### config.mk
export PLATFORM = sky130hd
export DESIGN_NAME = l2h_bucket
export DESIGN_NICKNAME = d
export VERILOG_FILES = /design/src/rtl/l2h_pkg.sv /design/src/rtl/l2h_bucket.sv
export SDC_FILE = /design/constraint.sdc
export NUM_CORES = 1
export LEC_CHECK = 0
export ABC_AREA = 1
export ABC_CLOCK_PERIOD_IN_PS = 4350
export BUFFER_PORTS_ARGS = -buffer_cell sky130_fd_sc_hd__buf_2
export CAP_MARGIN = 30
export CORE_MARGIN = 1.5
export CORE_UTILIZATION = 51
export DETAILED_ROUTE_END_ITERATION = 8
export PLACE_DENSITY = 0.81
export SYNTH_ARGS = -nofsm -noshare
export SYNTH_HDL_FRONTEND = slang
export SYNTH_SLANG_ARGS = --single-unit
### constraint.sdc
create_clock -name vclk -period 4.35
set_input_delay 0.2175 -clock vclk [all_inputs]
set_output_delay 0.2175 -clock vclk [all_outputs]
set_load 0.02 [all_outputs]
### src/rtl/l2h_pkg.sv
package l2h_pkg;

  localparam int unsigned MaxSlotDef  = 30;
  localparam int unsigned NumHooksDef = 8;

  localparam logic [62:0] OffsetReset = 63'd37000000000;

  typedef enum logic {
    REQ_RECORD = 1'b0,
    REQ_READ   = 1'b1
  } req_type_e;

  typedef struct packed {
    req_type_e          req_type;
    logic [2:0]         hook_id;
    logic signed [63:0] stamp_ns;
    logic [62:0]        now_tai_ns;
    logic [4:0]         read_slot;
  } req_t;

  typedef struct packed {
    logic        accepted;
    logic [4:0]  bucket_index;
    logic [62:0] latency_ns;
    logic [63:0] read_value;
  } rsp_t;

endpackage

### src/rtl/l2h_bucket.sv
module l2h_bucket #(
  parameter int unsigned MAX_SLOT = 30,
  parameter int unsigned BW       = 5
) (
  input  logic [62:0]   latency_i,
  output logic [BW-1:0] bucket_o
);
  import l2h_pkg::*;

  logic [62:0] minus_one;
  logic [5:0]  bit_len;

  // ceil(log2(v)) is the bit length of v - 1
  always_comb begin
    minus_one = latency_i - 63'd1;
    bit_len   = '0;
    for (int i = 0; i < 63; i++) begin
      if (minus_one[i]) begin
        bit_len = 6'(i + 1);
      end
    end
    if (latency_i <= 63'd1) begin
      bucket_o = '0;
    end else if (32'(bit_len) > MAX_SLOT) begin
      bucket_o = BW'(MAX_SLOT);
    end else begin
      bucket_o = BW'(bit_len);
    end
  end

endmodule

==> flow_summary.json <==
{
  "power.sequential.fraction_pct": 0,
  "drive_gt1_share_pct": 38.3,
  "status": "finished with violations",
  "violations": "negative setup slack",
  "die_footprint_sq_um": 5520,
  "power.internal_mw": 0.125,
  "rows": 25,
  "antenna_found_initial": 0,
  "post_layout_nonfiller_instances": 777,
  "die_height_um": 74.3,
  "route.detailed.drc": 0,
  "firstDrtPassIters": 6,
  "place.detailed.instances": 745,
  "finalWorstSetupSlack_ns": -1.03,
  "routed_via_density": 5.83,
  "power.density_nw_per_um2": 66.0,
  "worst_hold_margin_ns": 1.13,
  "antenna_left": 0,
  "grt_max_degree": 6,
  "fmaxAchievable_mhz": 186,
  "crit_type": "input pin to output pin",
  "design.seq.count": 0,
  "top_level_ports": 68,
  "routed_wl_mm": 12.3,
  "grt_pass1_wl_mm": 16.6,
  "timing.critical_path.slowest_stage_cell": "or3_4",
  "dp_hpwl_mm": 7.38,
  "nets": 778,
  "route.vias.total": 4533,
  "floorplan.core_area_sq_um": 4820,
  "synthesis.area_sq_um": 2590,
  "synth_fp_nets": 574,
  "fin_crit_sh_pct": 124,
  "seqCellArea_sq_um": 0,
  "grt_overflow_total": 0,
  "rsz0062_at_grt": "yes",
  "maximum_capacitance_violations": 0,
  "antennaDiodeCount": 0,
  "avgSynthCellArea_sq_um": 5.10,
  "end_kind": "output pin",
  "max_slew_margin_pct": 65.5,
  "final_total_negative_setup_slack_ns": -4.52,
  "number_of_global_route_vias_before_repair": 4223,
  "fin_crit_ns": 5.38,
  "finalWeightedCongestion": 0.948,
  "die_w_um": 74.3,
  "critPathMaxStageDelay_ns": 0.41,
  "worst_setup_path_start_kind": "input pin",
  "timing_worst_slew_pin_value_ns": 0.513,
  "synth.distinct_cells": 33,
  "comb_power_share_pct": 100.0,
  "finalHoldViolations": 0,
  "syn_to_final_growth_pct": 66.1,
  "cts_hold_repair.buffers": 0,
  "final_max_slew_viol_count": 0,
  "timing.critical_path.mode_cell": "nand4_1",
  "power.net_switching_mw": 0.159,
  "cp_data_arrival_time_ns": 5.16,
  "avgRoutedWirePerCell_um": 15.8,
  "synthesis.instances": 508,
  "switching_share_pct": 56.0,
  "yosysWarnings": 0,
  "cp_max_fo": 3,
  "vdd_drop_max_uv": 50.1,
  "total_leakage_power_nw": 2.07,
  "grt_util_all_layers_pct": 37.2,
  "setup-violations-final": 5,
  "synth_seq_area_share_pct": 0,
  "worst-endpoint-required_ns": 4.13,
  "worstHoldPathType": "input pin to output pin",
  "final.clkbuf_count": 0,
  "clkPwrFrac_pct": 0,
  "first_iteration_detailed_routing_drc_count": 418,
  "initial_core_util_pct": 53.8,
  "portBuffers": 68
}
-- Yosys cell counts --
master / number / share of area (%)
nand3_1: 18 / 3.5
or3_4: 1 / 0.43
nor4_1: 6 / 1.4
nor3_1: 21 / 4.1
and3_1: 1 / 0.24
xor2_1: 34 / 11
xor2_2: 1 / 0.63
or4_1: 3 / 0.87
o21bai_1: 2 / 0.58
nor4_4: 2 / 1.6
nor2_2: 3 / 0.72
o21a_1: 1 / 0.29
nor3b_1: 3 / 0.87
nor4b_1: 2 / 0.68
ha_1: 3 / 1.4
nand3b_1: 3 / 0.87
nand2_1: 145 / 21
o21ai_0: 4 / 0.77
inv_1: 69 / 10
clkinv_1: 1 / 0.14
a211oi_1: 2 / 0.58
nand3_2: 1 / 0.39
nor3_2: 5 / 1.9
a21oi_1: 4 / 0.77
nor2_1: 104 / 15
nor2_4: 3 / 1.3
nor4_2: 1 / 0.48
nand2_2: 5 / 1.2
xnor2_1: 22 / 7.4
nor3_4: 2 / 1.3
inv_2: 8 / 1.2
a31oi_1: 2 / 0.48
nand4_1: 26 / 6.3
-- cells in the final DEF, fill, tap and decap left out, types with 4 or more instances in the layout --
master   Yosys  final
buf_2        0     57
inv_4        0      4
a21oi_1      4      4
xor2_2       1      5
nand2_2      5     11
nand2_1    145    138
nor4_1       6      6
buf_6        0     15
xor2_1      34     30
nor3_2       5      7
buf_4        0    129
nand3_1     18     16
nand4_1     26     26
inv_2        8      9
nor3_1      21     18
xnor2_1     22     20
inv_1       69     64
nor2_2       3      8
nor2_4       3      7
nor2_1     104     95
-- layout make-up --
type               instances  area [sq um]
multi-input cells        430          2480
repair buffers           202          1440
fillers                  241           514
inverters                 78           304
well taps                 67          83.8
-- kinds of logic (layout without fill, tap and decap cells) --
kind of cell             after synthesis  in the layout  synth area share, %
adder cells (fa/ha/maj)                3              3                 1.45
XOR/XNOR                              57             57                 19.6
AND/OR/NAND/NOR                      355            355                 64.2
AO/OA/AOI/OAI                         15             15                 3.48
buffers and inverters                 78            280                 11.3
-- worst paths after layout --
path / from / end / slack [ns] / depth (start not counted)
setup / recovery: latency_i[6] / bucket_o[4] / -1.03 / 35
hold / removal: latency_i[55] / bucket_o[3] / 1.13 / 6
-- what timing repair did --
item,4_1_cts,5_1_grt
endpoints found under the setup margin,5,5
setup buffers,28,4
resized for setup,43,30
pin swaps,19,23
-- power groups by stage --
stage,logic [mW],clock network [mW],registers (mW)
final,0.284,0,0
after global routing,0.302,0,0
after CTS,0.249,0,0
after detailed placement,0.229,0,0
after global placement,0.220,0,0
after floorplan,0.106,0,0
-- metal layers --
layer | track usage (%) | vias up | wire length (um)
met4 | 21.8 | 0 | 867
met5 | 0 | - | 0
met3 | 5.83 | 136 | 1220
met2 | 73.4 | 372 | 6010
li1 | - | 2021 | -
met1 | 35.8 | 2004 | 4160
-- through the flow --
step           power (mW)  cell area, sq um  util, %  setup WS, ns
3_3_place_gp        0.220              3790     78.6        -0.462
2_1_floorplan       0.106              2600        -       -0.0923
6_report            0.284              4300     89.3         -1.03
4_1_cts             0.249              4170     86.5        -0.445
3_5_place_dp        0.229              3790     78.6        -0.729
5_1_grt             0.302              4300     89.3         -1.39
-- worst max-delay path, delay by kind of cell --
family        cells  cell delay, ns
buf+inv           6            0.56
xor+xnor          1            0.19
simple gates     28            4.17
Power figures use the tool's default switching activity.
